**src/rtl/rpfd_pkg.sv**
```systemverilog
package rpfd_pkg;

   localparam int GAIN_W    = 31;
   localparam int WEIGHT_W  = 17;
   localparam int DATA_W    = 32;
   localparam int DT_W      = 16;
   localparam int CSR_IDX_W = 2;
   localparam int MUL_W     = 33;
   localparam int PROD_W    = 66;
   localparam int DIVD_W    = 64;
   localparam int DIVS_W    = 20;

   localparam logic [CSR_IDX_W-1:0] CSR_GAIN_P = 2'd0;
   localparam logic [CSR_IDX_W-1:0] CSR_GAIN_I = 2'd1;
   localparam logic [CSR_IDX_W-1:0] CSR_GAIN_D = 2'd2;
   localparam logic [CSR_IDX_W-1:0] CSR_WEIGHT = 2'd3;

   localparam logic [GAIN_W-1:0]   GAIN_P_RESET = 31'd9830;
   localparam logic [GAIN_W-1:0]   GAIN_I_RESET = 31'd7864;
   localparam logic [GAIN_W-1:0]   GAIN_D_RESET = 31'd328;
   localparam logic [WEIGHT_W-1:0] WEIGHT_RESET = 17'd13107;
   localparam logic [WEIGHT_W-1:0] WEIGHT_ONE   = 17'd65536;

   localparam logic signed [32:0] INTEG_LIMIT = 33'sd13107200;
   localparam logic signed [39:0] ITERM_LIMIT = 40'sd9830400;

   localparam logic [DIVS_W-1:0] US_PER_S = 20'd1000000;
   localparam logic [DIVS_W-1:0] HALF_S   = 20'd500000;

   typedef enum logic [4:0] {
      OP_NONE,
      OP_LOAD,
      OP_MUL_P,
      OP_TAKE_P,
      OP_MUL_INC,
      OP_DIV_INC,
      OP_TAKE_INC,
      OP_MUL_I,
      OP_TAKE_I,
      OP_MUL_D,
      OP_TAKE_A,
      OP_MUL_AHI,
      OP_TAKE_AHI,
      OP_MUL_ALO,
      OP_TAKE_ALO,
      OP_DIV_RAW,
      OP_TAKE_RAW,
      OP_MUL_F0,
      OP_TAKE_F0,
      OP_MUL_F1,
      OP_TAKE_F1,
      OP_SUM,
      OP_ZERO
   } op_type;

   typedef struct packed {
      op_type op;
      logic   div_start;
      logic   emit;
   } cmd_type;

   typedef struct packed {
      logic dt_zero;
      logic hold;
   } status_type;

   typedef struct packed {
      logic [GAIN_W-1:0]   gain_p;
      logic [GAIN_W-1:0]   gain_i;
      logic [GAIN_W-1:0]   gain_d;
      logic [WEIGHT_W-1:0] weight;
   } cfg_type;

endpackage

```
**src/rtl/rpfd_div.sv**
```systemverilog
module rpfd_div (
   input  logic                             clock,
   input  logic                             reset,
   input  logic                             start,
   input  logic [rpfd_pkg::DIVD_W-1:0]      dividend,
   input  logic [rpfd_pkg::DIVS_W-1:0]      divisor,
   output logic [rpfd_pkg::DIVD_W-1:0]      quotient,
   output logic                             busy,
   output logic                             done
);

   localparam int STEPS     = rpfd_pkg::DIVD_W / 2;
   localparam int CNT_W     = $clog2(STEPS);

   logic [rpfd_pkg::DIVD_W-1:0] quo_ff, quo_in;
   logic [rpfd_pkg::DIVS_W-1:0] rem_ff, rem_in;
   logic [rpfd_pkg::DIVS_W-1:0] div_ff;
   logic [CNT_W-1:0]            cnt_ff;
   logic                        busy_ff;
   logic                        done_ff;

   always_comb begin
      logic [rpfd_pkg::DIVS_W:0] trial;
      quo_in = quo_ff;
      rem_in = rem_ff;
      for (int k = 0; k < 2; k++) begin
         trial  = {rem_in, quo_in[rpfd_pkg::DIVD_W-1]};
         quo_in = {quo_in[rpfd_pkg::DIVD_W-2:0], 1'b0};
         if (trial >= {1'b0, div_ff}) begin
            rem_in    = rpfd_pkg::DIVS_W'(trial - {1'b0, div_ff});
            quo_in[0] = 1'b1;
         end else begin
            rem_in = trial[rpfd_pkg::DIVS_W-1:0];
         end
      end
   end

   always_ff @(posedge clock) begin
      if (reset) begin
         busy_ff <= 1'b0;
         done_ff <= 1'b0;
         cnt_ff  <= '0;
      end else begin
         done_ff <= 1'b0;
         if (start) begin
            busy_ff <= 1'b1;
            cnt_ff  <= CNT_W'(STEPS - 1);
         end else if (busy_ff) begin
            if (cnt_ff == '0) begin
               busy_ff <= 1'b0;
               done_ff <= 1'b1;
            end else begin
               cnt_ff <= cnt_ff - 1'b1;
            end
         end
      end
   end

   always_ff @(posedge clock) begin
      if (start) begin
         quo_ff <= dividend;
         rem_ff <= '0;
         div_ff <= divisor;
      end else if (busy_ff) begin
         quo_ff <= quo_in;
         rem_ff <= rem_in;
      end
   end

   assign quotient = quo_ff;
   assign busy     = busy_ff;
   assign done     = done_ff;

endmodule

```
**config.mk**
```make
export PLATFORM = sky130hd
export DESIGN_NAME = rpfd_div
export DESIGN_NICKNAME = d
export VERILOG_FILES = /design/src/rtl/rpfd_pkg.sv /design/src/rtl/rpfd_div.sv
export SDC_FILE = /design/constraint.sdc
export NUM_CORES = 1
export LEC_CHECK = 0
export CORE_MARGIN = 2
export CORE_UTILIZATION = 60
export CTS_CLUSTER_DIAMETER = 120
export DETAILED_ROUTE_END_ITERATION = 8
export DONT_BUFFER_PORTS = 1
export PLACE_DENSITY = 0.75
export SLEW_MARGIN = 15
export SYNTH_ARGS = -nofsm -noshare
export SYNTH_HDL_FRONTEND = slang
export SYNTH_SLANG_ARGS = --single-unit
```
**constraint.sdc**
```tcl
create_clock -name clock -period 7 [get_ports clock]
set_input_delay 1.4 -clock clock [delete_from_list [all_inputs] [get_ports clock]]
set_output_delay 1.4 -clock clock [all_outputs]
set_load 0.02 [all_outputs]
```
==> results.md <==
* Post-DR wirelength/cell at approximately 22 µm
* Clk buf depth at 2
* Syn Area/Cell at 11.0 µm²
* CTS Root Cell: clkbuf_16
* Critical path class: reg2reg
* Max IR drop VDD at between 0.15 and 0.2 mV
* Largest net degree at the start of global routing at between 100 and 150
* Ant. Diodes at 0
* Final setup vio count at 0
* Most instantiated cells after synthesis: edfxtp_1, mux2_2, nor2_1
* Reg2reg start: div_ff[12]
* Fill count at approximately 870
* Share of the synthesized area in the top cell type at between 30% and 40%
* H-tree Lvls at 3
* Status: complete, no violations
* Num ports at about 150
* Final hold violation count at 0
* Syn_nets at 771
* Clk_lat worst skew at ~0.35 ns
* Via/cell ratio at between 6 and 7
* Initial antenna violation count at 2
* P_leak at just under 3 nW
* Global-route wire length before repair at between 20000 and 30000 µm
* WHS at between 0.5 and 0.6 ns
* Synth cell types at 74
* Worst setup EP type: register
* Post-CTS Resized at 0
* Cell with the most instances after synthesis: edfxtp_1
* Worst EP arrival at ~6.3 ns
* Area leader, netlist: edfxtp_1
* PortBufs at 0
* Primary FF master, synth: edfxtp_1
* Critical hold path startpoint: rem_ff[9]
* Hold Path Sink: rem_ff[9]
* # DRC at 0
* Ranking of synthesized cells by area: edfxtp_1, mux2_2, dfxtp_1, ha_1, xnor2_1
* Syn Std Cell Area at 7020 µm²
* Total CTS buffers at 9
* Max FO, Critical Path at 25
* Max-Cap Viols at 0
* Layout cells sized above 1 at around 18%
* Final GP Congestion at between 0.8 and 0.9
* Worst Path Required at between 7 and 8 ns
* Die Span X at 112 µm
* Hold crit path type: reg2reg
* Setup Fix Bufs, Post-CTS at 0
* Initial Util at a little over 60%
* Worst setup SP type: register
* Total negative slack at 0 ns
* R2r worst-path depth at 17
* Synthesis-stage register bit count at between 100 and 150
* Routed WL at between 15000 and 20000 µm
* Core region area at 11400 µm²
* Post-DRT Antenna Nets at 0
* Fmax achieved at 0.166 GHz
* Placed inst area at roughly 7000 µm²
* Worst setup path start: div_ff[12]
* Worst r2r dst: rem_ff[6]
* Least-Margin Pin Slew at 0.890 ns
* Via count at 5173
* Clock transition at the registers of the reported paths at about 0.07 ns
* CTS tree: built
* Final nets at 753
* Site Rows at 39
* Reg2Reg Setup Slack at 0.97 ns
* Hold Path Stages at 2
* Post-synth EDFFs at 84
* Chip height at 112 µm
* Post-Synthesis Cells at 640
* Rel. slew slack at about two fifths
* DIE AREA at ~13000 µm²
* Vias in the first global route at just over 5k
* Period utilization at between 80% and 90%
* Post-CTS Hold Fix Bufs at 0
* Slew Viols, Final at 0
* Final worst path period need at roughly 6.0 ns
* Synth Warn # at 0
* DR iter-0 viols at between 500 and 600
* Clk_skew at 0.00913 ns
* Final instance area at between 7000 and 8000 µm²
* Final HPWL DP at ~12000 µm
* GRT Overall Usage at about a quarter
* First-pass DRT Iterations at 5
* CTS sink cnt at about 110
* Ys async rst share at 0%
* RSZ-0062 raised after global routing: false
* PD cells at between 300 and 400 nW/µm²
* Area Overhead vs Synth at 5.58%
* Seq/Total Area, Yosys at between 40% and 50%
* Overflow after GRT at 0
## cell type report
| cell class | instances | area [µm²] | area share (%) |
|---|---|---|---|
| Multi-Input combinational cell | 459 | 3650 | 49.3 |
| Timing Repair Buffer | 3 | 22.5 | 0.304 |
| Tap cell | 143 | 179 | 2.41 |
| Clock buffer | 9 | 225 | 3.04 |
| Inverter | 38 | 143 | 1.93 |
| Sequential cell | 111 | 3060 | 41.3 |
| Clock inverter | 7 | 126 | 1.71 |
## through the flow
step           setup WS, ns  utilization (%)  power [mW]  instances
2_1_floorplan          2.08                -        1.61        640
3_3_place_gp           1.26             61.8        1.75        754
3_5_place_dp           1.10             61.8        1.77        754
4_1_cts                1.05             64.9        2.37        770
5_1_grt               0.607             64.9        2.50        770
6_report              0.970             64.9        2.38        770
## cells by family after synthesis
family                     count (synthesis)  share of synthesized area (%)
AOI/OAI and AO/OA                        148                           16.0
xor gates and xnor gates                  30                           3.74
adders and majority gates                 44                           8.06
buffers and inverters                     70                           4.37
DFF                                      111                           43.6
muxes                                     81                           12.9
and+or+nand+nor                          156                           11.2
## worst max-delay path, stage by stage, from the launching register on
cell	delay (ns)
edfxtp_1	0.36
inv_1	0.09
ha_1	0.37
a21o_1	0.30
a311oi_2	0.31
o31ai_2	0.12
a311o_1	0.37
o22ai_4	0.66
mux2_2	0.43
ha_1	0.38
a2111o_1	0.48
o211ai_2	0.22
a21boi_2	0.10
o2111a_2	0.29
a2111oi_4	0.80
buf_4	0.28
nand3_1	0.08
a311oi_1	0.27
## metal layers
| layer | GRT usage [%] | vias up | routed length [µm] |
|---|---|---|---|
| li1 | - | 2418 | - |
| met1 | 33.0 | 2433 | 6860 |
| met2 | 42.2 | 275 | 7790 |
| met3 | 9.23 | 43 | 1600 |
| met4 | 9.02 | 4 | 435 |
| met5 | 0 | - | 27 |
## cell usage in the layout, fill, tap and decap left out, types with 22 or more instances in the layout
cell	count
xnor2_1	22
inv_1	38
nor2_1	46
mux2_2	77
dfxtp_1	27
o21ai_0	27
edfxtp_1	84
a21oi_1	29
ha_1	42
nand3_1	24
## how the worst max path moves through the flow
stage,endpoint,slack (ns),depth (start not counted)
final,rem_ff[6],0.97,17
after global routing,rem_ff[6],0.61,17
after CTS,rem_ff[9],1.05,17
after detailed placement,rem_ff[9],1.10,17
after global placement,rem_ff[10],1.26,17
after floorplan,rem_ff[15],2.08,20
## power by group
group          switching (mW)  total (mW)  leakage (nW)  internal, mW
clock network           0.242       0.597         0.169         0.355
logic                   0.506       0.874          1.65         0.369
registers               0.110       0.912          1.06         0.802
total                   0.859        2.38          2.88          1.53
## sequential cells by signal, summed over array words and instances, names as in the netlist
signal / flops
busy: 1
quotient: 64
rem_ff: 20
cnt_ff: 5
div_ff: 20
done: 1
Note: power is estimated with default switching activity, not from simulation.
