## src/rtl/rpfd_pkg.sv

```systemverilog
package rpfd_pkg;

   localparam int GAIN_W    = 31;
   localparam int WEIGHT_W  = 17;
   localparam int DATA_W    = 32;
   localparam int DT_W      = 16;
   localparam int CSR_IDX_W = 2;
   localparam int MUL_W     = 33;
   localparam int PROD_W    = 66;
   localparam int DIVD_W    = 64;
   localparam int DIVS_W    = 20;

   localparam logic [CSR_IDX_W-1:0] CSR_GAIN_P = 2'd0;
   localparam logic [CSR_IDX_W-1:0] CSR_GAIN_I = 2'd1;
   localparam logic [CSR_IDX_W-1:0] CSR_GAIN_D = 2'd2;
   localparam logic [CSR_IDX_W-1:0] CSR_WEIGHT = 2'd3;

   localparam logic [GAIN_W-1:0]   GAIN_P_RESET = 31'd9830;
   localparam logic [GAIN_W-1:0]   GAIN_I_RESET = 31'd7864;
   localparam logic [GAIN_W-1:0]   GAIN_D_RESET = 31'd328;
   localparam logic [WEIGHT_W-1:0] WEIGHT_RESET = 17'd13107;
   localparam logic [WEIGHT_W-1:0] WEIGHT_ONE   = 17'd65536;

   localparam logic signed [32:0] INTEG_LIMIT = 33'sd13107200;
   localparam logic signed [39:0] ITERM_LIMIT = 40'sd9830400;

   localparam logic [DIVS_W-1:0] US_PER_S = 20'd1000000;
   localparam logic [DIVS_W-1:0] HALF_S   = 20'd500000;

   typedef enum logic [4:0] {
      OP_NONE,
      OP_LOAD,
      OP_MUL_P,
      OP_TAKE_P,
      OP_MUL_INC,
      OP_DIV_INC,
      OP_TAKE_INC,
      OP_MUL_I,
      OP_TAKE_I,
      OP_MUL_D,
      OP_TAKE_A,
      OP_MUL_AHI,
      OP_TAKE_AHI,
      OP_MUL_ALO,
      OP_TAKE_ALO,
      OP_DIV_RAW,
      OP_TAKE_RAW,
      OP_MUL_F0,
      OP_TAKE_F0,
      OP_MUL_F1,
      OP_TAKE_F1,
      OP_SUM,
      OP_ZERO
   } op_type;

   typedef struct packed {
      op_type op;
      logic   div_start;
      logic   emit;
   } cmd_type;

   typedef struct packed {
      logic dt_zero;
      logic hold;
   } status_type;

   typedef struct packed {
      logic [GAIN_W-1:0]   gain_p;
      logic [GAIN_W-1:0]   gain_i;
      logic [GAIN_W-1:0]   gain_d;
      logic [WEIGHT_W-1:0] weight;
   } cfg_type;

endpackage

```

## src/rtl/rpfd_ctrl.sv

```systemverilog
module rpfd_ctrl (
   input  logic                 clock,
   input  logic                 reset,
   input  logic                 req_valid,
   input  logic                 out_free,
   input  logic                 div_done,
   input  rpfd_pkg::status_type status,
   output logic                 busy,
   output rpfd_pkg::cmd_type    cmd
);

   typedef enum logic [4:0] {
      ST_IDLE,
      ST_CHECK,
      ST_MUL_P,
      ST_TAKE_P,
      ST_MUL_INC,
      ST_DIV_INC,
      ST_WAIT_INC,
      ST_TAKE_INC,
      ST_MUL_I,
      ST_TAKE_I,
      ST_MUL_D,
      ST_TAKE_A,
      ST_MUL_AHI,
      ST_TAKE_AHI,
      ST_MUL_ALO,
      ST_TAKE_ALO,
      ST_DIV_RAW,
      ST_WAIT_RAW,
      ST_TAKE_RAW,
      ST_MUL_F0,
      ST_TAKE_F0,
      ST_MUL_F1,
      ST_TAKE_F1,
      ST_FINISH,
      ST_ZERO
   } state_type;

   state_type state_ff, state_in;

   always_comb begin
      state_in      = state_ff;
      cmd.op        = rpfd_pkg::OP_NONE;
      cmd.div_start = 1'b0;
      cmd.emit      = 1'b0;
      case (state_ff)
         ST_IDLE: begin
            if (req_valid) begin
               cmd.op   = rpfd_pkg::OP_LOAD;
               state_in = ST_CHECK;
            end
         end
         ST_CHECK: begin
            state_in = status.dt_zero ? ST_ZERO : ST_MUL_P;
         end
         ST_MUL_P: begin
            cmd.op   = rpfd_pkg::OP_MUL_P;
            state_in = ST_TAKE_P;
         end
         ST_TAKE_P: begin
            cmd.op   = rpfd_pkg::OP_TAKE_P;
            state_in = status.hold ? ST_MUL_I : ST_MUL_INC;
         end
         ST_MUL_INC: begin
            cmd.op   = rpfd_pkg::OP_MUL_INC;
            state_in = ST_DIV_INC;
         end
         ST_DIV_INC: begin
            cmd.op        = rpfd_pkg::OP_DIV_INC;
            cmd.div_start = 1'b1;
            state_in      = ST_WAIT_INC;
         end
         ST_WAIT_INC: begin
            if (div_done) state_in = ST_TAKE_INC;
         end
         ST_TAKE_INC: begin
            cmd.op   = rpfd_pkg::OP_TAKE_INC;
            state_in = ST_MUL_I;
         end
         ST_MUL_I: begin
            cmd.op   = rpfd_pkg::OP_MUL_I;
            state_in = ST_TAKE_I;
         end
         ST_TAKE_I: begin
            cmd.op   = rpfd_pkg::OP_TAKE_I;
            state_in = status.hold ? ST_FINISH : ST_MUL_D;
         end
         ST_MUL_D: begin
            cmd.op   = rpfd_pkg::OP_MUL_D;
            state_in = ST_TAKE_A;
         end
         ST_TAKE_A: begin
            cmd.op   = rpfd_pkg::OP_TAKE_A;
            state_in = ST_MUL_AHI;
         end
         ST_MUL_AHI: begin
            cmd.op   = rpfd_pkg::OP_MUL_AHI;
            state_in = ST_TAKE_AHI;
         end
         ST_TAKE_AHI: begin
            cmd.op   = rpfd_pkg::OP_TAKE_AHI;
            state_in = ST_MUL_ALO;
         end
         ST_MUL_ALO: begin
            cmd.op   = rpfd_pkg::OP_MUL_ALO;
            state_in = ST_TAKE_ALO;
         end
         ST_TAKE_ALO: begin
            cmd.op   = rpfd_pkg::OP_TAKE_ALO;
            state_in = ST_DIV_RAW;
         end
         ST_DIV_RAW: begin
            cmd.op        = rpfd_pkg::OP_DIV_RAW;
            cmd.div_start = 1'b1;
            state_in      = ST_WAIT_RAW;
         end
         ST_WAIT_RAW: begin
            if (div_done) state_in = ST_TAKE_RAW;
         end
         ST_TAKE_RAW: begin
            cmd.op   = rpfd_pkg::OP_TAKE_RAW;
            state_in = ST_MUL_F0;
         end
         ST_MUL_F0: begin
            cmd.op   = rpfd_pkg::OP_MUL_F0;
            state_in = ST_TAKE_F0;
         end
         ST_TAKE_F0: begin
            cmd.op   = rpfd_pkg::OP_TAKE_F0;
            state_in = ST_MUL_F1;
         end
         ST_MUL_F1: begin
            cmd.op   = rpfd_pkg::OP_MUL_F1;
            state_in = ST_TAKE_F1;
         end
         ST_TAKE_F1: begin
            cmd.op   = rpfd_pkg::OP_TAKE_F1;
            state_in = ST_FINISH;
         end
         ST_FINISH: begin
            if (out_free) begin
               cmd.op   = rpfd_pkg::OP_SUM;
               cmd.emit = 1'b1;
               state_in = ST_IDLE;
            end
         end
         ST_ZERO: begin
            if (out_free) begin
               cmd.op   = rpfd_pkg::OP_ZERO;
               cmd.emit = 1'b1;
               state_in = ST_IDLE;
            end
         end
         default: state_in = ST_IDLE;
      endcase
   end

   always_ff @(posedge clock) begin
      if (reset) begin
         state_ff <= ST_IDLE;
      end else begin
         state_ff <= state_in;
      end
   end

   assign busy = (state_ff != ST_IDLE);

endmodule

```

## config.mk

```make
export PLATFORM = sky130hd
export DESIGN_NAME = rpfd_ctrl
export DESIGN_NICKNAME = d
export VERILOG_FILES = /design/src/rtl/rpfd_pkg.sv /design/src/rtl/rpfd_ctrl.sv
export SDC_FILE = /design/constraint.sdc
export NUM_CORES = 1
export LEC_CHECK = 0
export BUFFER_PORTS_ARGS = -buffer_cell sky130_fd_sc_hd__clkbuf_2
export CAP_MARGIN = 25
export CORE_MARGIN = 2
export CORE_UTILIZATION = 50
export CTS_BUF_LIST = sky130_fd_sc_hd__clkbuf_4 sky130_fd_sc_hd__clkbuf_8
export DETAILED_ROUTE_END_ITERATION = 7
export PLACE_DENSITY = 0.74
export SLEW_MARGIN = 20
export SYNTH_ARGS = -nofsm -noshare
export SYNTH_HDL_FRONTEND = slang
export SYNTH_SLANG_ARGS = --single-unit
```

## constraint.sdc

```tcl
create_clock -name clock -period 3.7 [get_ports clock]
set_input_delay 0.925 -clock clock [delete_from_list [all_inputs] [get_ports clock]]
set_output_delay 0.925 -clock clock [all_outputs]
set_load 0.02 [all_outputs]
```

==> results.yml <==
run_status:
  run_status: "finished, final reports clean"
clock_tree:
  clk_latency_ns: 0.25
  clkSinkCount: 5
  cts-buffers-inserted: 3
  clock_tree_from_tritoncts: "built"
  total_setup_buffers_inserted_after_cts: 0
  path_clk_slew_ns: 0.04
  root_buffer: "clkbuf_4"
  ctsHtreeMaxLevel: 1
  cts-root-to-sink-buffers: 2
  cts.repair.resized: 0
  cts_hold_buf: 0
synthesis:
  post_synth_xor_area_fraction_pct: 0
  complex_gate_fraction_of_the_synthesized_area_pct: 35.3
  yosysSeqAreaShare_pct: 13.8
  multiplexer_share_of_the_synthesized_area_pct: 4.14
  syn_area_per_cell_um2: 7.11
  synth_async_sr_flop_share_pct: 0
  synth_fa_ha_area_share_pct: 0
  synthesis.area_um2: 726
  synth.net_count: 109
  gate_count_after_technology_mapping: 102
  synth-edff-count: 0
  post_synth_num_cell_types: 41
  basic_gate_share_of_the_synthesized_area_counting_and_or_nand_and_nor_cells_pct: 37.2
  postSynthRegisterBits: 5
  synth_flop_cell: "dfxtp_1"
  synthesis.yosys.warnings: 0
  synth_top_family_by_area: "simple AND/OR/NAND/NOR gates"
global_routing:
  grt_max_degree: 22
  grt_pass1_vias: 662
  gr-total-overflow: 0
  grt_first_pass_wirelength_um: 2910
  global_route.usage.total_pct: 20.4
  antenna_found_initial: 0
worst_hold_path:
  hp-class: "register to register"
  worst_hold_startpoint: "state_ff[0]"
worst_setup_path:
  required_ns: 2.77
  setup_crit_start: "state_ff[1]"
  worstSetupPathType: "register to output pin"
  critical_path.reg2reg.startpoint: "state_ff[0]"
  crit_path_start_kind: "register"
  critical_path_peak_fanout: 19
  cp-end-kind: "output pin"
  crit_arrival_ns: 1.90
floorplanning:
  floorplan.rows: 13
  initial_utilization_pct: 54.4
  fp.dieH_um: 42.1
  placeableCoreArea_um2: 1330
  io_pins: 15
  die_area_um2: 1770
  die_x_um: 42.1
finish:
  total_area_of_multi_input_combinational_cells_um2: 557
  antenna-diode-count: 0
  final_nets: 121
  fill_cells: 141
  share_of_post_route_cells_with_drive_strength_above_1_pct: 23.0
  number_of_flip_flops_under_the_largest_register_name: 5
  area_growth_pct: 11.6
  layout_top_registers: "state_ff (5)"
  most_frequent_standard_cell_in_the_layout_excluding_fill_and_tap_cells: "clkbuf_2"
  commonest_non_fill_non_tap_cells_in_the_layout: "clkbuf_2 (14), nor2_1 (13), nand2_1 (10)"
  area.sequential_um2: 100
  largest_register: "state_ff"
timing:
  timing.slew.headroom_pct: 53.8
  rsz0062_at_grt: "no"
  timing.final.hold_violations: 0
  maxSlewViolCount: 0
  final.hold.worst_slack_ns: 0.664
  final.min_clock_period_ns: 2.82
  finalSetupTns_ns: 0
  finalSetupViolations: 0
  tightestPinTransition_ns: 0.692
  final_min_period_over_clock_period_pct: 76.3
  timing.clock.skew_ns: 0.00642
  timing.fmax_ghz: 0.354
pwr:
  total_leakage_power_nw: 0.319
  power.density_cell_area_nw_per_um2: 906
  comb_power_share_pct: 68.9
  p_int_uw: 342
  share_clk_of_total_power_pct: 9.6
  switching_power_as_a_share_of_total_power_pct: 53.3
  switchingPower_uw: 391
  vdd.ir_drop.worst_uv: 548
  total_power_uw: 733
  share_seq_of_total_power_pct: 21.5
drt:
  antenna_left: 0
  vias: 803
  vias_cell: 6.27
  routed_wl_um: 1760
  violation_count_after_the_first_detailed_route_iteration: 22
  post-route-drc-count: 0
  dr.pass1.iters: 4
  detail_route.wl_per_cell_um: 13.7
flow_run:
  cap_violations: 0
placed_design:
  finalWeightedCongestion: 0.801
  port-buffer-count: 14
  place.detailed.hpwl_um: 1240
[layout make-up]
class	count	area share [%]
Multi-Input combinational cell	84	68.8
Inverter	3	1.39
Tap cell	15	2.32
Clock buffer	4	3.71
Sequential cell	5	12.4
Timing Repair Buffer	17	11.4
[kinds of logic (layout without fill, tap and decap cells)]
group | count (synthesis) | in the layout
AOI/OAI and AO/OA | 33 | 33
muxes | 3 | 3
and+or+nand+nor | 48 | 48
DFF | 5 | 5
buffers and inverters | 13 | 24
[cells in the mapped netlist, drive strengths merged (2+ instances only)]
| library cell | count | area [um^2] |
|---|---|---|
| o211ai | 2 | 15.0 |
| nor2 | 13 | 48.8 |
| nor2b | 2 | 12.5 |
| o21ai | 5 | 25.0 |
| o221a | 3 | 33.8 |
| dfxtp | 5 | 100 |
| and2 | 3 | 18.8 |
| nor3 | 2 | 15.0 |
| o22ai | 2 | 12.5 |
| buf | 7 | 46.3 |
| nand3 | 4 | 20.0 |
| o311ai | 3 | 43.8 |
| nor4bb | 2 | 20.0 |
| or3 | 2 | 17.5 |
| clkbuf | 3 | 11.3 |
| a21oi | 8 | 40.0 |
| inv | 3 | 11.3 |
| o21a | 2 | 15.0 |
| nand2b | 5 | 31.3 |
| mux2i | 3 | 30.0 |
| nand2 | 10 | 37.5 |
[worst max-delay path, cell delays in order, from the launching register on]
cell and delay, ns:
dfxtp_1 0.70, inv_1 0.27, a311oi_1 0.35, a311o_1 0.17
clkbuf_2 0.16
[per-stage QoR]
step | setup slack [ns] | utilization [%] | cell area [um^2] | std cells
after floorplan | 1.21 | - | 726 | 102
after global placement | 0.989 | 58.4 | 779 | 124
after detailed placement | 0.945 | 58.4 | 779 | 124
after CTS | 0.870 | 60.7 | 810 | 128
after global routing | 0.770 | 60.7 | 810 | 128
final | 0.876 | 60.7 | 810 | 128
[routing by layer]
metal	wire [um]	vias to the layer above	track usage [%]	share of wire (%)
met4	0	0	4.38	0
met1	839	378	27.2	48
met3	85	0	4.31	4.8
met2	833	19	33.8	47
met5	0	-	0	0
li1	-	406	-	-
[final timing paths]
path / slack [ns] / endpoint / cells after the start
max: 0.88 / cmd[2] / 4
max reg2reg: 1.91 / state_ff[2] / 5
min: 0.66 / state_ff[0] / 2
min reg2reg: 0.66 / state_ff[0] / 2
[power groups by stage]
| stage | Clock (mW) | Combinational, mW | Sequential, mW |
|---|---|---|---|
| after floorplan | 0 | 0.464 | 0.0912 |
| after global placement | 0 | 0.494 | 0.155 |
| after detailed placement | 0 | 0.505 | 0.156 |
| after CTS | 0.0730 | 0.507 | 0.155 |
| after global routing | 0.0779 | 0.553 | 0.166 |
| final | 0.0705 | 0.505 | 0.158 |
No activity file was read; power rests on OpenSTA's default activity.
