[src/rtl/rpfd_pkg.sv]
package rpfd_pkg;

   localparam int GAIN_W    = 31;
   localparam int WEIGHT_W  = 17;
   localparam int DATA_W    = 32;
   localparam int DT_W      = 16;
   localparam int CSR_IDX_W = 2;
   localparam int MUL_W     = 33;
   localparam int PROD_W    = 66;
   localparam int DIVD_W    = 64;
   localparam int DIVS_W    = 20;

   localparam logic [CSR_IDX_W-1:0] CSR_GAIN_P = 2'd0;
   localparam logic [CSR_IDX_W-1:0] CSR_GAIN_I = 2'd1;
   localparam logic [CSR_IDX_W-1:0] CSR_GAIN_D = 2'd2;
   localparam logic [CSR_IDX_W-1:0] CSR_WEIGHT = 2'd3;

   localparam logic [GAIN_W-1:0]   GAIN_P_RESET = 31'd9830;
   localparam logic [GAIN_W-1:0]   GAIN_I_RESET = 31'd7864;
   localparam logic [GAIN_W-1:0]   GAIN_D_RESET = 31'd328;
   localparam logic [WEIGHT_W-1:0] WEIGHT_RESET = 17'd13107;
   localparam logic [WEIGHT_W-1:0] WEIGHT_ONE   = 17'd65536;

   localparam logic signed [32:0] INTEG_LIMIT = 33'sd13107200;
   localparam logic signed [39:0] ITERM_LIMIT = 40'sd9830400;

   localparam logic [DIVS_W-1:0] US_PER_S = 20'd1000000;
   localparam logic [DIVS_W-1:0] HALF_S   = 20'd500000;

   typedef enum logic [4:0] {
      OP_NONE,
      OP_LOAD,
      OP_MUL_P,
      OP_TAKE_P,
      OP_MUL_INC,
      OP_DIV_INC,
      OP_TAKE_INC,
      OP_MUL_I,
      OP_TAKE_I,
      OP_MUL_D,
      OP_TAKE_A,
      OP_MUL_AHI,
      OP_TAKE_AHI,
      OP_MUL_ALO,
      OP_TAKE_ALO,
      OP_DIV_RAW,
      OP_TAKE_RAW,
      OP_MUL_F0,
      OP_TAKE_F0,
      OP_MUL_F1,
      OP_TAKE_F1,
      OP_SUM,
      OP_ZERO
   } op_type;

   typedef struct packed {
      op_type op;
      logic   div_start;
      logic   emit;
   } cmd_type;

   typedef struct packed {
      logic dt_zero;
      logic hold;
   } status_type;

   typedef struct packed {
      logic [GAIN_W-1:0]   gain_p;
      logic [GAIN_W-1:0]   gain_i;
      logic [GAIN_W-1:0]   gain_d;
      logic [WEIGHT_W-1:0] weight;
   } cfg_type;

endpackage

[src/rtl/rpfd_datapath.sv]
module rpfd_datapath (
   input  logic                             clock,
   input  logic                             reset,
   input  rpfd_pkg::cmd_type                cmd,
   input  rpfd_pkg::cfg_type                cfg,
   input  logic signed [31:0]               req_setpoint,
   input  logic signed [31:0]               req_measured_rate,
   input  logic [15:0]                      req_step_time_us,
   input  logic                             req_hold,
   input  logic [rpfd_pkg::DIVD_W-1:0]      div_quotient,
   output logic [rpfd_pkg::DIVD_W-1:0]      div_dividend,
   output logic [rpfd_pkg::DIVS_W-1:0]      div_divisor,
   output rpfd_pkg::status_type             status,
   output logic signed [31:0]               drive
);

   logic signed [32:0] err_ff, diff_ff;
   logic signed [31:0] meas_ff;
   logic [15:0]        dt_ff;
   logic               hold_ff;
   logic signed [rpfd_pkg::PROD_W-1:0] mul_ff;
   logic signed [47:0] p_ff;
   logic signed [39:0] i_ff;
   logic [46:0]        a_ff;
   logic [63:0]        num_ff;
   logic signed [31:0] raw_ff;
   logic signed [49:0] facc_ff;
   logic signed [31:0] isum_ff, last_ff, filt_ff;
   logic signed [31:0] drive_ff;

   logic signed [rpfd_pkg::MUL_W-1:0] mul_a, mul_b;
   logic signed [32:0] err_abs, diff_abs;
   logic [16:0]        alpha;
   logic [16:0]        alpha_c;
   logic signed [32:0] inc;
   logic signed [32:0] isum_next;
   logic signed [39:0] iprod;
   logic               a_big;
   logic               pos_sat, neg_sat;
   logic signed [49:0] fsum;
   logic signed [49:0] total;

   assign err_abs  = err_ff[32] ? -err_ff : err_ff;
   assign diff_abs = diff_ff[32] ? -diff_ff : diff_ff;
   assign alpha    = (cfg.weight > rpfd_pkg::WEIGHT_ONE) ? rpfd_pkg::WEIGHT_ONE : cfg.weight;
   assign alpha_c  = rpfd_pkg::WEIGHT_ONE - alpha;

   always_comb begin
      mul_a = '0;
      mul_b = '0;
      case (cmd.op)
         rpfd_pkg::OP_MUL_P: begin
            mul_a = {2'b00, cfg.gain_p};
            mul_b = err_ff;
         end
         rpfd_pkg::OP_MUL_INC: begin
            mul_a = {1'b0, err_abs[31:0]};
            mul_b = {17'd0, dt_ff};
         end
         rpfd_pkg::OP_MUL_I: begin
            mul_a = {2'b00, cfg.gain_i};
            mul_b = {isum_ff[31], isum_ff};
         end
         rpfd_pkg::OP_MUL_D: begin
            mul_a = {2'b00, cfg.gain_d};
            mul_b = {1'b0, diff_abs[31:0]};
         end
         rpfd_pkg::OP_MUL_AHI: begin
            mul_a = {11'd0, a_ff[42:21]};
            mul_b = {13'd0, rpfd_pkg::US_PER_S};
         end
         rpfd_pkg::OP_MUL_ALO: begin
            mul_a = {12'd0, a_ff[20:0]};
            mul_b = {13'd0, rpfd_pkg::US_PER_S};
         end
         rpfd_pkg::OP_MUL_F0: begin
            mul_a = {filt_ff[31], filt_ff};
            mul_b = {16'd0, alpha_c};
         end
         rpfd_pkg::OP_MUL_F1: begin
            mul_a = {raw_ff[31], raw_ff};
            mul_b = {16'd0, alpha};
         end
         default: begin
            mul_a = '0;
            mul_b = '0;
         end
      endcase
   end

   always_comb begin
      div_dividend = num_ff;
      div_divisor  = {4'd0, dt_ff};
      if (cmd.op == rpfd_pkg::OP_DIV_INC) begin
         div_dividend = 64'(mul_ff[47:0]) + 64'(rpfd_pkg::HALF_S);
         div_divisor  = rpfd_pkg::US_PER_S;
      end
   end

   assign inc = err_ff[32] ? -$signed({4'd0, div_quotient[28:0]})
                           :  $signed({4'd0, div_quotient[28:0]});

   always_comb begin
      isum_next = {isum_ff[31], isum_ff} + inc;
      if (isum_next > rpfd_pkg::INTEG_LIMIT) begin
         isum_next = rpfd_pkg::INTEG_LIMIT;
      end else if (isum_next < -rpfd_pkg::INTEG_LIMIT) begin
         isum_next = -rpfd_pkg::INTEG_LIMIT;
      end
   end

   always_comb begin
      iprod = mul_ff[55:16];
      if (hold_ff) begin
         if (iprod > rpfd_pkg::ITERM_LIMIT) begin
            iprod = rpfd_pkg::ITERM_LIMIT;
         end else if (iprod < -rpfd_pkg::ITERM_LIMIT) begin
            iprod = -rpfd_pkg::ITERM_LIMIT;
         end
      end
   end

   assign a_big   = |a_ff[46:43];
   assign pos_sat = a_big || (|div_quotient[63:31]);
   assign neg_sat = a_big || (|div_quotient[63:32])
                    || (div_quotient[31] && (|div_quotient[30:0]));

   assign fsum  = facc_ff + mul_ff[49:0];
   assign total = {{2{p_ff[47]}}, p_ff} + {{10{i_ff[39]}}, i_ff}
                  + (hold_ff ? 50'sd0 : {{18{filt_ff[31]}}, filt_ff});

   always_ff @(posedge clock) begin
      if (reset) begin
         isum_ff <= '0;
         last_ff <= '0;
         filt_ff <= '0;
      end else begin
         case (cmd.op)
            rpfd_pkg::OP_TAKE_INC: isum_ff <= isum_next[31:0];
            rpfd_pkg::OP_TAKE_F1:  filt_ff <= fsum[47:16];
            rpfd_pkg::OP_SUM:      last_ff <= meas_ff;
            default: ;
         endcase
      end
   end

   always_ff @(posedge clock) begin
      case (cmd.op)
         rpfd_pkg::OP_LOAD: begin
            err_ff  <= {req_setpoint[31], req_setpoint}
                       - {req_measured_rate[31], req_measured_rate};
            diff_ff <= {last_ff[31], last_ff} - {req_measured_rate[31], req_measured_rate};
            meas_ff <= req_measured_rate;
            dt_ff   <= req_step_time_us;
            hold_ff <= req_hold;
         end
         rpfd_pkg::OP_MUL_P,
         rpfd_pkg::OP_MUL_INC,
         rpfd_pkg::OP_MUL_I,
         rpfd_pkg::OP_MUL_D,
         rpfd_pkg::OP_MUL_AHI,
         rpfd_pkg::OP_MUL_ALO,
         rpfd_pkg::OP_MUL_F0,
         rpfd_pkg::OP_MUL_F1: mul_ff <= mul_a * mul_b;
         rpfd_pkg::OP_TAKE_P:   p_ff <= mul_ff[63:16];
         rpfd_pkg::OP_TAKE_I:   i_ff <= iprod;
         rpfd_pkg::OP_TAKE_A:   a_ff <= mul_ff[62:16];
         rpfd_pkg::OP_TAKE_AHI: num_ff <= 64'(mul_ff[41:0]) << 21;
         rpfd_pkg::OP_TAKE_ALO: num_ff <= num_ff + 64'(mul_ff[40:0]) + 64'(dt_ff[15:1]);
         rpfd_pkg::OP_TAKE_RAW: begin
            if (diff_ff[32]) begin
               raw_ff <= neg_sat ? 32'sh80000000 : $signed(~div_quotient[31:0] + 32'd1);
            end else begin
               raw_ff <= pos_sat ? 32'sh7FFFFFFF : $signed(div_quotient[31:0]);
            end
         end
         rpfd_pkg::OP_TAKE_F0: facc_ff <= mul_ff[49:0];
         rpfd_pkg::OP_SUM: begin
            if (total > 50'sh7FFFFFFF) begin
               drive_ff <= 32'sh7FFFFFFF;
            end else if (total < -50'sh80000000) begin
               drive_ff <= 32'sh80000000;
            end else begin
               drive_ff <= total[31:0];
            end
         end
         rpfd_pkg::OP_ZERO: drive_ff <= '0;
         default: ;
      endcase
   end

   assign status.dt_zero = (dt_ff == '0);
   assign status.hold    = hold_ff;
   assign drive          = drive_ff;

endmodule

[config.mk]
export PLATFORM = sky130hd
export DESIGN_NAME = rpfd_datapath
export DESIGN_NICKNAME = d
export VERILOG_FILES = /design/src/rtl/rpfd_pkg.sv /design/src/rtl/rpfd_datapath.sv
export SDC_FILE = /design/constraint.sdc
export NUM_CORES = 2
export LEC_CHECK = 0
export BUFFER_PORTS_ARGS = -buffer_cell sky130_fd_sc_hd__buf_4
export CORE_UTILIZATION = 59
export CTS_BUF_LIST = sky130_fd_sc_hd__clkbuf_2
export CTS_CLUSTER_DIAMETER = 80
export DETAILED_ROUTE_END_ITERATION = 6
export PLACE_DENSITY = 0.8
export SETUP_SLACK_MARGIN = 0.02
export SYNTH_ARGS = -nofsm -noshare
export SYNTH_HDL_FRONTEND = slang
export SYNTH_SLANG_ARGS = --single-unit
[constraint.sdc]
create_clock -name clock -period 11.5 [get_ports clock]
set_input_delay 1.15 -clock clock [delete_from_list [all_inputs] [get_ports clock]]
set_output_delay 1.15 -clock clock [all_outputs]
set_load 0.02 [all_outputs]
==> metrics.txt <==
CP endpoint kind=register; CORE AREA=131,000 sq um; crit path kind=register to register; dpl ws=-0.00843 ns; Area contributors post-synth=fa_1, edfxtp_1, ha_1; Register-to-Register Path Depth=39; worst slew pin tran=1.33 ns; worst endpoint required time=12.81 ns; H-tree depth=4; Reg2Reg Launch Point=err_ff[5]; CTS max path bufs=3; Distinct cells, synth=94; Max IR drop VDD=0.000364 V; worst setup margin=0.397 ns; share of cells above drive strength 1=0.129; R2R Setup Slk=0.40 ns; register area share after synthesis=0.213; maximum number of pins on one net before global-route repair=96; async set-reset flop share out of synthesis=0; Yosys warnings=0; met3 routed WL=37,700 um; most common cell in the netlist=inv_1; Post-synth EDFFs=490; Hold Crit Class=input pin to register; pwr dens=100 nW/um^2; GRT Total Usage=0.405; fin crit period=11.10 ns; GP Congestion=1.03; final hold violation count=0; Total Wirelength=268,000 um; Synth Area per Inst=9.17 sq um; Vias/cell=6.01; DIE HEIGHT=366 um; Filler Cell Count=10,100; non-filler cells, final=11,200; placed cell area=86,100 sq um; DR pass1 iterations=7; final instance area=89,400 sq um; die width=366 um; first-pass GRT wire length=402,000 um; Final Slew Violations=0; post-detailed-route count of antenna-violating nets=0; Fin Hold WS=0.222 ns; Worst path slowest cell=or4_1; flops & latches, synth=586; Ports=382; CTS Buf Count=154; Lkg Pwr=0.0400 uW; Final period util=0.965; status=complete, but fails checks; post-synth design cell area=78,000 sq um; Worst Skew=0.174 ns; post-synth top area share=0.294; Max Used Layer=met5; Reg clk slew, reported paths=0.12 ns; Skew-Pair Late Insertion Delay=1.68 ns; list of most frequent post-synthesis cells=inv_1, fa_1, nand2_1, nor2_1, ha_1; Total Nets Final=11,300; CP Max Fanout=10; Area growth, synth to finish=14.6%; initial core utilization=0.594; vias in the first global route=67,900; end of the critical path=mul_ff[60]; Post-synth top flop=edfxtp_1; TritonCTS clock tree=built; register area=16,600 sq um; die area=134,000 sq um; Total Power=8960 uW; FF-to-FF End=mul_ff[60]; WL met1=98,200 um; final count of negative-setup-slack endpoints=0; Mapped Cells=8,510; Critical Path Max Stage Delay=0.58 ns; clock root cell=clkbuf_2; most frequent CP cell=fa_1; CP arrival=12.41 ns; CP startpoint kind=register; CP startpoint=err_ff[5]; vias=67,500; area of the multi-input gates=55,500 sq um; Max-slew headroom=0.101; DRC viols=9; initial antenna violation count=18; failing checks=design-rule violations; TritonCTS Sinks=586; dominant cell type by area after synthesis=fa_1; PortBufs=379; Max-cap violations=0; drt first-iter violations=7,366; maximum operating frequency=90.1 MHz; routed wl met2=115,000 um; placed cells=10,800; Row Count=133; GR Overflow Total=0; average wire per standard cell=23.9 um; hpwl dp=219,000 um
[worst max-delay path, delay by kind of cell (launching register included)]
kind	cells	cell delay [ns]
flops	1	0.51
compound gates	11	2.54
buf+inv	9	0.85
simple gates	8	2.13
fa+ha+maj	9	4.39
xor+xnor	2	0.40
[worst min path at each step]
stage / from / end / slack (ns) / depth (start not counted)
2_1_floorplan: mul_ff[63] / p_ff[47] / 0.40 / 0
3_3_place_gp: mul_ff[57] / p_ff[41] / 0.44 / 0
3_5_place_dp: last_ff[9] / last_ff[9] / 0.45 / 2
4_1_cts: req_step_time_us[3] / dt_ff[3] / 0.001 / 2
5_1_grt: req_step_time_us[4] / dt_ff[4] / 0.17 / 2
6_report: req_step_time_us[4] / dt_ff[4] / 0.22 / 2
[per-layer routing]
layer	vias to the layer above	global-route usage
met5	-	0
met4	10	0.226
met3	822	0.151
met2	4090	0.609
met1	32900	0.503
li1	29700	-
[per-stage QoR]
| stage | util | setup TNS [ns] |
|---|---|---|
| after global placement | 0.656 | 0 |
| final | 0.681 | 0 |
| after global routing | 0.680 | -0.140 |
| after CTS | 0.679 | 0 |
| after floorplan | - | 0 |
| after detailed placement | 0.656 | -0.00843 |
[cells by family after synthesis]
group                      synth area share
AOI/OAI and AO/OA                     0.126
buffers and inverters                0.0818
muxes                               0.00104
adders and majority gates             0.378
other                             0.0000963
and+or+nand+nor                       0.149
xor gates and xnor gates             0.0499
DFF                                   0.213
[where the power goes]
part           internal (uW)  switching (uW)  leakage (uW)
sequential              2520             108       0.00525
combinational           1910            2780        0.0336
clock                    660             985       0.00115
[final cells by class]
cell class,count,share of cell area
multi-input combinational,6271,0.621
sequential,586,0.186
timing repair buffer,991,0.0941
inverter,1317,0.0553
tap,1755,0.0246
clock buffer,220,0.0123
clock inverter,63,0.00550
antenna,21,0.000588
[registers in the layout, indices dropped and copies added (netlist names), 33 cells and up]
register and count:
a_ff 47, num_ff 64, facc_ff 48, mul_ff 64, p_ff 48, err_ff 33, diff_ff 33, i_ff 40
[repair_timing]
action,4_1_cts,5_1_grt
hold buffers,143,0
pin swaps,0,5
gates resized for setup,1,12
endpoints found under the hold margin,169,0
setup buffers,0,10
endpoints found under the setup margin,2,9
[layout by cell type (no fill, tap or decap), types with 26 or more instances in the layout]
| cell type | netlist | final |
|---|---|---|
| a211oi_1 | 37 | 36 |
| a21o_1 | 158 | 158 |
| a21oi_1 | 380 | 379 |
| a222oi_1 | 27 | 27 |
| a22oi_1 | 69 | 69 |
| a31oi_1 | 44 | 44 |
| and2_1 | 66 | 66 |
| and3_1 | 78 | 77 |
| buf_12 | 0 | 47 |
| buf_4 | 4 | 798 |
| clkbuf_2 | 1 | 220 |
| clkinv_1 | 1 | 33 |
| conb_1 | 2 | 41 |
| dfxtp_1 | 96 | 96 |
| dlygate4sd3_1 | 0 | 143 |
| edfxtp_1 | 490 | 490 |
| fa_1 | 1146 | 1146 |
| ha_1 | 524 | 524 |
| inv_1 | 1315 | 1315 |
| nand2_1 | 1131 | 1130 |
| nand2b_1 | 78 | 78 |
| nand3_1 | 118 | 118 |
| nand4_1 | 51 | 51 |
| nor2_1 | 740 | 727 |
| nor2b_1 | 85 | 85 |
| nor3_1 | 86 | 81 |
| nor4_1 | 34 | 32 |
| o211ai_1 | 41 | 41 |
| o21a_1 | 87 | 87 |
| o21ai_0 | 295 | 281 |
| o21bai_1 | 35 | 35 |
| o31ai_1 | 38 | 38 |
| or2_2 | 26 | 26 |
| or3_1 | 42 | 42 |
| or4_1 | 34 | 34 |
| xnor2_1 | 274 | 274 |
| xor2_1 | 168 | 168 |
(Power assumes the default switching activity.)
